File: src/i2c_eeprom_transaction_sequencer_defines.svh
// Assertion macros shared by the I2C EEPROM sequencer RTL.
// Depends on nothing; the asserting scope must provide clk and rst_n.
`ifndef I2C_EEPROM_TRANSACTION_SEQUENCER_DEFINES_SVH
`define I2C_EEPROM_TRANSACTION_SEQUENCER_DEFINES_SVH

// Check cons in the same cycle as ante.
`define IETS_ASSERT_SAME(lbl, ante, cons, msg) \
  lbl: assert property (@(posedge clk) disable iff (!rst_n) (ante) |-> (cons)) else $error(msg);

// Check cons in the cycle after ante.
`define IETS_ASSERT_NEXT(lbl, ante, cons, msg) \
  lbl: assert property (@(posedge clk) disable iff (!rst_n) (ante) |=> (cons)) else $error(msg);

`endif

File: src/iets_pkg.sv
// Shared types and codes for the I2C EEPROM transaction sequencer.
// Depends on nothing; imported by every module of the block.
package iets_pkg;

  localparam int BUFFER_DEPTH = 16;
  localparam int BUF_AW       = (BUFFER_DEPTH > 1) ? $clog2(BUFFER_DEPTH) : 1;

  // Opcodes of an input word
  localparam logic [1:0] OP_TICK  = 2'd0;
  localparam logic [1:0] OP_LOAD  = 2'd1;
  localparam logic [1:0] OP_START = 2'd2;

  // Bus actions of a result word
  localparam logic [2:0] ACT_NONE    = 3'd0;
  localparam logic [2:0] ACT_START   = 3'd1;
  localparam logic [2:0] ACT_SEND    = 3'd2;
  localparam logic [2:0] ACT_RESTART = 3'd3;
  localparam logic [2:0] ACT_RCV_EN  = 3'd4;
  localparam logic [2:0] ACT_ACK     = 3'd5;
  localparam logic [2:0] ACT_STOP    = 3'd6;

  // Configuration register indexes
  localparam logic CFG_DEVICE_ADDRESS = 1'b0;
  localparam logic CFG_TIMEOUT_LIMIT  = 1'b1;

  typedef struct packed {
    logic [1:0]  opcode;
    logic        write_mode;
    logic [15:0] cell_address;
    logic [4:0]  transfer_length;
    logic [3:0]  byte_index;
    logic [7:0]  byte_value;
    logic        bus_event;
    logic        ack_status;
    logic        receive_full;
    logic [7:0]  receive_byte;
  } item_t;

  typedef struct packed {
    logic [2:0] bus_action;
    logic [7:0] tx_byte;
    logic       ack_bit;
    logic       read_valid;
    logic [7:0] read_byte;
    logic       accepted;
    logic       idle;
    logic       success;
  } res_t;

  typedef struct packed {
    logic              en;
    logic [BUF_AW-1:0] addr;
    logic [7:0]        data;
  } buf_wr_t;

endpackage

File: src/iets_buf.sv
// Write data buffer: one write port, one registered read port.
// Depends on iets_pkg for depth and the write request type.
module iets_buf (
  input  logic                    clk,
  input  iets_pkg::buf_wr_t       wr,
  input  logic [iets_pkg::BUF_AW-1:0] rd_addr,
  output logic [7:0]              rd_data
);
  import iets_pkg::*;

  logic [7:0] buf_mem_r [BUFFER_DEPTH];
  logic [7:0] rd_data_r;

  always_ff @(posedge clk) begin
    if (wr.en) begin
      buf_mem_r[wr.addr] <= wr.data;
    end
  end

  // forward a same-cycle write to the read port
  always_ff @(posedge clk) begin
    if (wr.en && (wr.addr == rd_addr)) begin
      rd_data_r <= wr.data;
    end else begin
      rd_data_r <= buf_mem_r[rd_addr];
    end
  end

  assign rd_data = rd_data_r;

endmodule

File: src/iets_ctrl.sv
// Transfer step logic and configuration registers of the sequencer.
// Depends on iets_pkg, the assertion macro header and the buffer read data from iets_buf.
`include "i2c_eeprom_transaction_sequencer_defines.svh"
module iets_ctrl (
  input  logic                        clk,
  input  logic                        rst_n,
  input  logic                        cfg_we,
  input  logic                        cfg_index,
  input  logic [7:0]                  cfg_wdata,
  input  logic                        item_acc,
  input  iets_pkg::item_t             item,
  input  logic [7:0]                  rd_data,
  output logic [iets_pkg::BUF_AW-1:0] rd_addr,
  output iets_pkg::buf_wr_t           wr,
  output iets_pkg::res_t              res
);
  import iets_pkg::*;

  localparam logic [3:0] ST_READY     = 4'd0;
  localparam logic [3:0] ST_START     = 4'd1;
  localparam logic [3:0] ST_DEV       = 4'd2;
  localparam logic [3:0] ST_CELL_HI   = 4'd3;
  localparam logic [3:0] ST_CELL_LO   = 4'd4;
  localparam logic [3:0] ST_DATA      = 4'd5;
  localparam logic [3:0] ST_STOP      = 4'd6;
  localparam logic [3:0] ST_WAIT_BIT  = 4'd7;
  localparam logic [3:0] ST_WAIT_BYTE = 4'd8;
  localparam logic [3:0] ST_RESTART   = 4'd9;
  localparam logic [3:0] ST_DEV_READ  = 4'd10;
  localparam logic [3:0] ST_RCV_EN    = 4'd11;
  localparam logic [3:0] ST_IN_DATA   = 4'd12;

  logic [3:0]  step_r, step_nxt;
  logic [3:0]  ret_r, ret_nxt;
  logic [4:0]  cnt_r, cnt_nxt;
  logic [4:0]  len_r, len_nxt;
  logic        mode_r, mode_nxt;
  logic [15:0] cell_r, cell_nxt;
  logic        ok_r, ok_nxt;
  logic [7:0]  wait_r, wait_nxt;
  logic [7:0]  dev_r;
  logic [7:0]  tmo_r;
  logic        ready;
  logic        expired;
  logic [4:0]  cnt_inc;

  assign ready   = (step_r == ST_READY);
  assign expired = (wait_r > tmo_r) || (wait_r == 8'hFF);
  assign cnt_inc = cnt_r + 5'd1;
  assign rd_addr = cnt_nxt[BUF_AW-1:0];

  always_comb begin
    step_nxt = step_r;
    ret_nxt  = ret_r;
    cnt_nxt  = cnt_r;
    len_nxt  = len_r;
    mode_nxt = mode_r;
    cell_nxt = cell_r;
    ok_nxt   = ok_r;
    wait_nxt = wait_r;
    wr       = '0;
    res      = '0;
    if (item_acc) begin
      case (item.opcode)
        OP_TICK: begin
          case (step_r)
            ST_READY: begin
            end
            ST_START: begin
              res.bus_action = ACT_START;
              ret_nxt  = ST_DEV;
              step_nxt = ST_WAIT_BIT;
              cnt_nxt  = '0;
            end
            ST_DEV: begin
              res.bus_action = ACT_SEND;
              res.tx_byte    = dev_r;
              ret_nxt  = ST_CELL_HI;
              step_nxt = ST_WAIT_BYTE;
            end
            ST_CELL_HI: begin
              res.bus_action = ACT_SEND;
              res.tx_byte    = cell_r[15:8];
              ret_nxt  = ST_CELL_LO;
              step_nxt = ST_WAIT_BYTE;
            end
            ST_CELL_LO: begin
              res.bus_action = ACT_SEND;
              res.tx_byte    = cell_r[7:0];
              if (mode_r) begin
                ret_nxt  = ST_DATA;
                step_nxt = ST_WAIT_BYTE;
              end else begin
                ret_nxt  = ST_RESTART;
                step_nxt = ST_WAIT_BIT;
              end
            end
            ST_DATA: begin
              if (cnt_r != len_r) begin
                res.bus_action = ACT_SEND;
                res.tx_byte    = rd_data;
                cnt_nxt  = cnt_inc;
                step_nxt = ST_WAIT_BYTE;
              end else begin
                ok_nxt   = 1'b1;
                step_nxt = ST_STOP;
              end
            end
            ST_RESTART: begin
              res.bus_action = ACT_RESTART;
              ret_nxt  = ST_DEV_READ;
              step_nxt = ST_WAIT_BIT;
            end
            ST_DEV_READ: begin
              res.bus_action = ACT_SEND;
              res.tx_byte    = dev_r | 8'h01;
              cnt_nxt  = '0;
              ret_nxt  = ST_RCV_EN;
              step_nxt = ST_WAIT_BYTE;
            end
            ST_RCV_EN: begin
              res.bus_action = ACT_RCV_EN;
              ret_nxt  = ST_IN_DATA;
              step_nxt = ST_WAIT_BIT;
            end
            ST_IN_DATA: begin
              if (item.receive_full) begin
                cnt_nxt        = cnt_inc;
                res.read_valid = 1'b1;
                res.read_byte  = item.receive_byte;
                res.bus_action = ACT_ACK;
                if (cnt_inc == len_r) begin
                  res.ack_bit = 1'b1;
                  ok_nxt      = 1'b1;
                  ret_nxt     = ST_STOP;
                end else begin
                  ret_nxt = ST_RCV_EN;
                end
                step_nxt = ST_WAIT_BIT;
              end
            end
            ST_WAIT_BIT: begin
              if (item.bus_event) begin
                step_nxt = ret_r;
                wait_nxt = '0;
              end else if (expired) begin
                res.bus_action = ACT_STOP;
                step_nxt = ST_READY;
                ok_nxt   = 1'b0;
                wait_nxt = '0;
              end else begin
                wait_nxt = wait_r + 8'd1;
              end
            end
            ST_WAIT_BYTE: begin
              if (item.bus_event) begin
                if (!item.ack_status) begin
                  step_nxt = ret_r;
                end else begin
                  step_nxt = ST_STOP;
                  ok_nxt   = 1'b0;
                end
                wait_nxt = '0;
              end else if (expired) begin
                step_nxt = ST_STOP;
                ok_nxt   = 1'b0;
                wait_nxt = '0;
              end else begin
                wait_nxt = wait_r + 8'd1;
              end
            end
            ST_STOP: begin
              res.bus_action = ACT_STOP;
              ret_nxt  = ST_READY;
              step_nxt = ST_WAIT_BIT;
            end
            default: begin
              step_nxt = ST_READY;
            end
          endcase
        end
        OP_LOAD: begin
          if (ready && ({1'b0, item.byte_index} < 5'(BUFFER_DEPTH))) begin
            wr.en        = 1'b1;
            wr.addr      = item.byte_index[BUF_AW-1:0];
            wr.data      = item.byte_value;
            res.accepted = 1'b1;
          end
        end
        OP_START: begin
          if (ready && (32'(item.transfer_length) <= BUFFER_DEPTH) &&
              !(!item.write_mode && (item.transfer_length == 5'd0))) begin
            mode_nxt     = item.write_mode;
            cell_nxt     = item.cell_address;
            len_nxt      = item.transfer_length;
            step_nxt     = ST_START;
            res.accepted = 1'b1;
          end
        end
        default: begin
        end
      endcase
      res.idle    = (step_nxt == ST_READY);
      res.success = ok_nxt;
    end
  end

  always_ff @(posedge clk) begin
    if (!rst_n) begin
      step_r <= ST_READY;
      ret_r  <= ST_READY;
      cnt_r  <= '0;
      ok_r   <= 1'b0;
      wait_r <= '0;
    end else begin
      step_r <= step_nxt;
      ret_r  <= ret_nxt;
      cnt_r  <= cnt_nxt;
      ok_r   <= ok_nxt;
      wait_r <= wait_nxt;
    end
  end

  always_ff @(posedge clk) begin
    len_r  <= len_nxt;
    mode_r <= mode_nxt;
    cell_r <= cell_nxt;
  end

  always_ff @(posedge clk) begin
    if (!rst_n) begin
      dev_r <= 8'd0;
      tmo_r <= 8'd2;
    end else if (cfg_we) begin
      case (cfg_index)
        CFG_DEVICE_ADDRESS: dev_r <= cfg_wdata;
        CFG_TIMEOUT_LIMIT:  tmo_r <= cfg_wdata;
        default: begin
        end
      endcase
    end
  end

  `IETS_ASSERT_NEXT(a_load_stays_ready, item_acc && (item.opcode == OP_LOAD) && res.accepted, step_r == ST_READY, "load left ready state")
  `IETS_ASSERT_SAME(a_read_acks, item_acc && res.read_valid, res.bus_action == ACT_ACK, "read byte without ack action")
  `IETS_ASSERT_SAME(a_data_count, step_r == ST_DATA, cnt_r <= len_r, "write count passed length")
  `IETS_ASSERT_SAME(a_ready_wait_clear, step_r == ST_READY, wait_r == 8'd0, "wait count live in ready")

endmodule

File: src/iets_oq.sv
// Result output register with a skid stage behind valid/stall.
// Depends on iets_pkg for the result word type and on the assertion macro header.
`include "i2c_eeprom_transaction_sequencer_defines.svh"
module iets_oq (
  input  logic           clk,
  input  logic           rst_n,
  input  logic           in_acc,
  input  iets_pkg::res_t in_res,
  output logic           full,
  output logic           out_valid,
  input  logic           out_stall,
  output iets_pkg::res_t out_res
);
  import iets_pkg::*;

  logic out_valid_r;
  logic skid_valid_r;
  res_t out_data_r;
  res_t skid_data_r;

  always_ff @(posedge clk) begin
    if (!rst_n) begin
      out_valid_r  <= 1'b0;
      skid_valid_r <= 1'b0;
    end else if (skid_valid_r) begin
      if (!out_stall) begin
        skid_valid_r <= 1'b0;
      end
    end else if (in_acc) begin
      out_valid_r <= 1'b1;
      if (out_valid_r && out_stall) begin
        skid_valid_r <= 1'b1;
      end
    end else if (!out_stall) begin
      out_valid_r <= 1'b0;
    end
  end

  always_ff @(posedge clk) begin
    if (skid_valid_r) begin
      if (!out_stall) begin
        out_data_r <= skid_data_r;
      end
    end else if (in_acc) begin
      if (out_valid_r && out_stall) begin
        skid_data_r <= in_res;
      end else begin
        out_data_r <= in_res;
      end
    end
  end

  assign full      = skid_valid_r;
  assign out_valid = out_valid_r;
  assign out_res   = out_data_r;

  `IETS_ASSERT_SAME(a_skid_behind_out, skid_valid_r, out_valid_r, "skid holds word with empty output")
  `IETS_ASSERT_SAME(a_skid_fill_on_stall, $rose(skid_valid_r), $past(out_stall), "skid filled without stall")
  `IETS_ASSERT_NEXT(a_drain, out_valid_r && !out_stall && !skid_valid_r && !in_acc, !out_valid_r, "taken word not dropped")

endmodule

File: src/i2c_eeprom_transaction_sequencer.sv
// Top level of the I2C EEPROM transaction sequencer.
// Depends on iets_pkg, iets_buf, iets_ctrl and iets_oq.
//
//   channel   direction  handshake            payload
//   in_*      input      in_valid / in_stall  opcode, mode, address, length, load, bus flags
//   out_*     output     out_valid/out_stall  bus action, tx byte, ack, read byte, status
//   cfg_*     input      cfg_we               cfg_index, cfg_wdata (8 bits)
//
// One input word is taken every cycle while in_stall is low; its result word is
// registered in the output or skid register. The write buffer is a 16-entry memory with a
// registered read; its read address tracks the next byte count so the byte to
// send is ready when the data step runs. Reset (synchronous, rst_n low) puts the
// sequencer in ready with zeroed counters; buffer contents are left as they are.
// A stall on out fills a one-word skid stage; in_stall rises only while it is full.
module i2c_eeprom_transaction_sequencer (
  input  logic        clk,
  input  logic        rst_n,
  input  logic        cfg_we,
  input  logic        cfg_index,
  input  logic [7:0]  cfg_wdata,
  input  logic        in_valid,
  output logic        in_stall,
  input  logic [1:0]  in_opcode,
  input  logic        in_write_mode,
  input  logic [15:0] in_cell_address,
  input  logic [4:0]  in_transfer_length,
  input  logic [3:0]  in_byte_index,
  input  logic [7:0]  in_byte_value,
  input  logic        in_bus_event,
  input  logic        in_ack_status,
  input  logic        in_receive_full,
  input  logic [7:0]  in_receive_byte,
  output logic        out_valid,
  input  logic        out_stall,
  output logic [2:0]  out_bus_action,
  output logic [7:0]  out_tx_byte,
  output logic        out_ack_bit,
  output logic        out_read_valid,
  output logic [7:0]  out_read_byte,
  output logic        out_accepted,
  output logic        out_idle,
  output logic        out_success
);
  import iets_pkg::*;

  item_t             item;
  res_t              res;
  res_t              out_res;
  buf_wr_t           wr;
  logic [BUF_AW-1:0] rd_addr;
  logic [7:0]        rd_data;
  logic              item_acc;
  logic              oq_full;

  // take a word whenever the skid stage has room
  assign in_stall = oq_full;
  assign item_acc = in_valid && !oq_full;

  assign item.opcode          = in_opcode;
  assign item.write_mode      = in_write_mode;
  assign item.cell_address    = in_cell_address;
  assign item.transfer_length = in_transfer_length;
  assign item.byte_index      = in_byte_index;
  assign item.byte_value      = in_byte_value;
  assign item.bus_event       = in_bus_event;
  assign item.ack_status      = in_ack_status;
  assign item.receive_full    = in_receive_full;
  assign item.receive_byte    = in_receive_byte;

  iets_buf u_buf (
    .clk     (clk),
    .wr      (wr),
    .rd_addr (rd_addr),
    .rd_data (rd_data)
  );

  iets_ctrl u_ctrl (
    .clk       (clk),
    .rst_n     (rst_n),
    .cfg_we    (cfg_we),
    .cfg_index (cfg_index),
    .cfg_wdata (cfg_wdata),
    .item_acc  (item_acc),
    .item      (item),
    .rd_data   (rd_data),
    .rd_addr   (rd_addr),
    .wr        (wr),
    .res       (res)
  );

  iets_oq u_oq (
    .clk       (clk),
    .rst_n     (rst_n),
    .in_acc    (item_acc),
    .in_res    (res),
    .full      (oq_full),
    .out_valid (out_valid),
    .out_stall (out_stall),
    .out_res   (out_res)
  );

  assign out_bus_action = out_res.bus_action;
  assign out_tx_byte    = out_res.tx_byte;
  assign out_ack_bit    = out_res.ack_bit;
  assign out_read_valid = out_res.read_valid;
  assign out_read_byte  = out_res.read_byte;
  assign out_accepted   = out_res.accepted;
  assign out_idle       = out_res.idle;
  assign out_success    = out_res.success;

endmodule
File: config.mk
export PLATFORM = sky130hd
export DESIGN_NAME = i2c_eeprom_transaction_sequencer
export DESIGN_NICKNAME = d
export VERILOG_FILES = /design/src/iets_pkg.sv /design/src/iets_buf.sv /design/src/iets_ctrl.sv /design/src/iets_oq.sv /design/src/i2c_eeprom_transaction_sequencer.sv
export VERILOG_INCLUDE_DIRS = /design/src /design/src/src
export SDC_FILE = /design/constraint.sdc
export NUM_CORES = 1
export LEC_CHECK = 0
export ABC_AREA = 1
export BUFFER_PORTS_ARGS = -buffer_cell sky130_fd_sc_hd__buf_4
export CAP_MARGIN = 30
export CELL_PAD_IN_SITES_DETAIL_PLACEMENT = 1
export CELL_PAD_IN_SITES_GLOBAL_PLACEMENT = 1
export CORE_ASPECT_RATIO = 1.4
export CORE_MARGIN = 3
export CORE_UTILIZATION = 50
export CTS_CLUSTER_DIAMETER = 30
export DETAILED_ROUTE_END_ITERATION = 12
export PLACE_DENSITY = 0.9
export SETUP_SLACK_MARGIN = 0.1
export SLEW_MARGIN = 25
export SYNTH_ARGS = -nofsm -noshare
export SYNTH_HDL_FRONTEND = slang
export SYNTH_HIERARCHICAL = 1
export SYNTH_SLANG_ARGS = --single-unit
File: constraint.sdc
create_clock -name clk -period 4.84 [get_ports clk]
set_input_delay 0.726 -clock clk [delete_from_list [all_inputs] [get_ports clk]]
set_output_delay 0.726 -clock clk [all_outputs]
set_load 0.1 [all_outputs]
==> impl_metrics.py <==
metrics = {
    "outcome": {
        "status": "complete, no violations",
    },
    "sta": {
        "worst-slew-pin-transition_ns": 0.9655,
        "period_needed_ns": 3.818,
        "finalHoldViolCount": 0,
        "fmax_ghz": 0.2619,
        "setup_tns_ns": 0,
        "finalCritPeriodShare_pct": 78.88,
        "finClkSkew_ns": 0.02853,
        "slew_headroom_pct": 35.57,
        "final_max_slew_viol_count": 0,
        "rsz0062_at_grt": "no",
        "setup_viol_count_final": 0,
    },
    "detailed_routing": {
        "drc_errors": 0,
        "drt_wl_total_um": 38140,
        "drtIter0Drc": 632,
        "ant_nets": 0,
        "routed-via-count": 9268,
        "drt-pass1-iter-count": 6,
        "viasPerCell": 5.682,
        "detail_route.wl_per_cell_um": 23.39,
    },
    "final_layout": {
        "num-fill-cells": 2523,
        "syn_to_final_growth_pct": 19.03,
        "nets": 1379,
        "drive_gt1_share_pct": 14.02,
        "antennaDiodeCount": 0,
    },
    "clocking": {
        "clockBufferDepth": 3,
        "clk_latency_ns": 0.53,
        "cts_buffers": 37,
        "cts_setup_buffers": 0,
        "cts_resized": 0,
        "numClockSinks": 242,
        "root_buffer": "clkbuf_16",
        "cts_tree": "done",
        "ctsHoldBuffers": 0,
        "ctsHtreeMaxLevel": 2,
        "clkTransAtPathRegs_ns": 0.06,
    },
    "setup_path": {
        "regToRegSetupSlack_ns": 1.02,
        "path_class": "flop to flop",
        "slowest_stage": "nor2_1",
        "reg2reg_from": "u_oq/full",
        "cp_num_cells": 7,
        "crit_start": "u_oq/full",
        "startpoint_type": "flop",
        "r2r_end": "u_buf/buf_mem_r[11][1]",
        "cpPeakStageDelay_ns": 0.72,
        "critPathBufInv": 2,
        "r2r_cells": 7,
        "cp_common_cell": "nor2_1",
        "critPathArrivalTime_ns": 3.95,
        "path_max_fanout": 12,
        "crit_path_end": "u_buf/buf_mem_r[11][1]",
        "cp_top_family": "simple AND/OR/NAND/NOR gates",
        "crit_chain": "nor2_2 -> clkinv_1 -> nor2_1 -> inv_1 -> nor2_1 -> nand3b_1 -> nor2_1",
        "end_kind": "flop",
        "required_ns": 4.98,
    },
    "synthesis": {
        "yosysTopAreaCellShare_pct": 53.19,
        "synth_top_cell_by_area": "edfxtp_1",
        "synth.ff_latch_count": 242,
        "syn_area_mm2": 0.01118,
        "yosysMostFrequentCell": "nand2_1",
        "ys.flop_type": "edfxtp_1",
        "ys_warn_count": 6,
        "synth_commonest_cells": "nand2_1, edfxtp_1, inv_1",
        "async_flop_share_pct": 0,
        "synth_area_per_cell_um2": 9.261,
        "synth_edf_count": 198,
        "synth_area_leaders": "edfxtp_1, nand2_1, dfxtp_1, inv_1, nand3_1",
        "syn_inst": 1207,
        "netlist-cell-type-count": 40,
        "syn_nets": 1281,
        "synth_seq_area_share_pct": 61.07,
    },
    "power_and_ir_drop": {
        "power_mw": 5.375,
        "power_density_mw_per_mm2": 404.0,
        "ir_worst_vdd_mv": 0.2609,
        "p_leak_nw": 5.851,
    },
    "placement": {
        "io_buffer_count": 86,
        "place.gp.congestion": 0.9193,
        "dp_hpwl_um": 24440,
    },
    "floorplan": {
        "ios": 87,
        "rows": 64,
        "core_mm2": 0.02194,
        "start_util_pct": 50.95,
        "die_w_um": 132.4,
        "die_area_mm2": 0.02421,
        "die_h_um": 182.9,
    },
    "job": {
        "drv_cap": 0,
    },
    "global_routing": {
        "grt.overflow.total": 0,
        "grt_max_degree": 65,
        "grt_pass1_wl_um": 58110,
        "grt_pass1_vias": 10310,
        "track_usage_pct": 31.35,
        "antenna_found_initial": 0,
    },
    "min_path": {
        "holdCritPathClass": "input port to flop",
    },
}
==> how the worst min path moves through the flow <==
stage | start | to | cells after the start
3_3_place_gp | u_ctrl/tmo_r[3] | u_ctrl/tmo_r[3] | 2
3_5_place_dp | u_ctrl/tmo_r[6] | u_ctrl/tmo_r[6] | 2
4_1_cts | in_cell_address[0] | u_ctrl/cell_r[0] | 1
6_report | in_cell_address[5] | u_ctrl/cell_r[5] | 1
2_1_floorplan | u_ctrl/tmo_r[2] | u_ctrl/tmo_r[2] | 2
5_1_grt | in_cell_address[0] | u_ctrl/cell_r[0] | 1
==> state kept, by name, summed over array words and instances (netlist names), 5 cells and up, named ones only <==
register / cells
u_oq/out_res: 24
u_ctrl/dev_r: 8
u_buf/buf_mem_r: 128
u_oq/skid_data_r: 24
u_ctrl/cnt_r: 5
u_ctrl/cell_r: 16
u_ctrl/wait_r: 8
u_ctrl/len_r: 5
u_ctrl/tmo_r: 8
==> where the power goes <==
part           internal [mW]  switching, mW
registers               2.28         0.0275
clock network           1.66           1.02
logic                 0.0988          0.288
==> metal layers <==
metal	GRT usage, %	up-vias	part of all wire (%)
met1	31.93	4578	34
met5	0	-	0
met4	21.63	0	7.8
met2	58.35	412	53
li1	-	4113	-
met3	4.967	165	4.7
==> cell families after synthesis <==
logic type	synth area share, %
adder cells (fa/ha/maj)	1.455
AND/OR/NAND/NOR	23.18
AO/OA/AOI/OAI	4.377
flip-flops	61.07
XOR/XNOR	1.019
buffers and inverters	8.899
==> stage by stage <==
stage          setup WS, ns  utilization [%]  hold slack [ns]  instance area [um2]  instances
3_3_place_gp          1.152            54.76           0.4487                12020       1561
6_report              1.022            60.64           0.3947                13310       1631
3_5_place_dp         0.7395            54.90           0.4541                12050       1562
2_1_floorplan         1.777                -           0.4332                11180       1207
4_1_cts               1.151            60.57           0.3813                13290       1630
5_1_grt              0.7755            60.64           0.3744                13310       1631
==> area by class of cell <==
class / count / area, um2 / share of cell area (%)
Clock buffer: 43 / 1001 / 7.523
Clock inverter: 25 / 242.7 / 1.824
Inverter: 195 / 739.5 / 5.558
Multi-Input combinational cell: 732 / 3383 / 25.43
Sequential cell: 242 / 6828 / 51.32
Tap cell: 297 / 371.6 / 2.793
Timing Repair Buffer: 97 / 739.5 / 5.558
==> cell usage in the layout, fill, tap and decap left out, drive strengths merged, types with 13 or more instances in the layout <==
cell      n
nand2   368
inv     200
edfxtp  198
nor2    117
nand3   116
buf      97
dfxtp    44
clkbuf   43
o21ai    32
a21oi    30
clkinv   16
ha       13
Power figures use the tool's default switching activity.
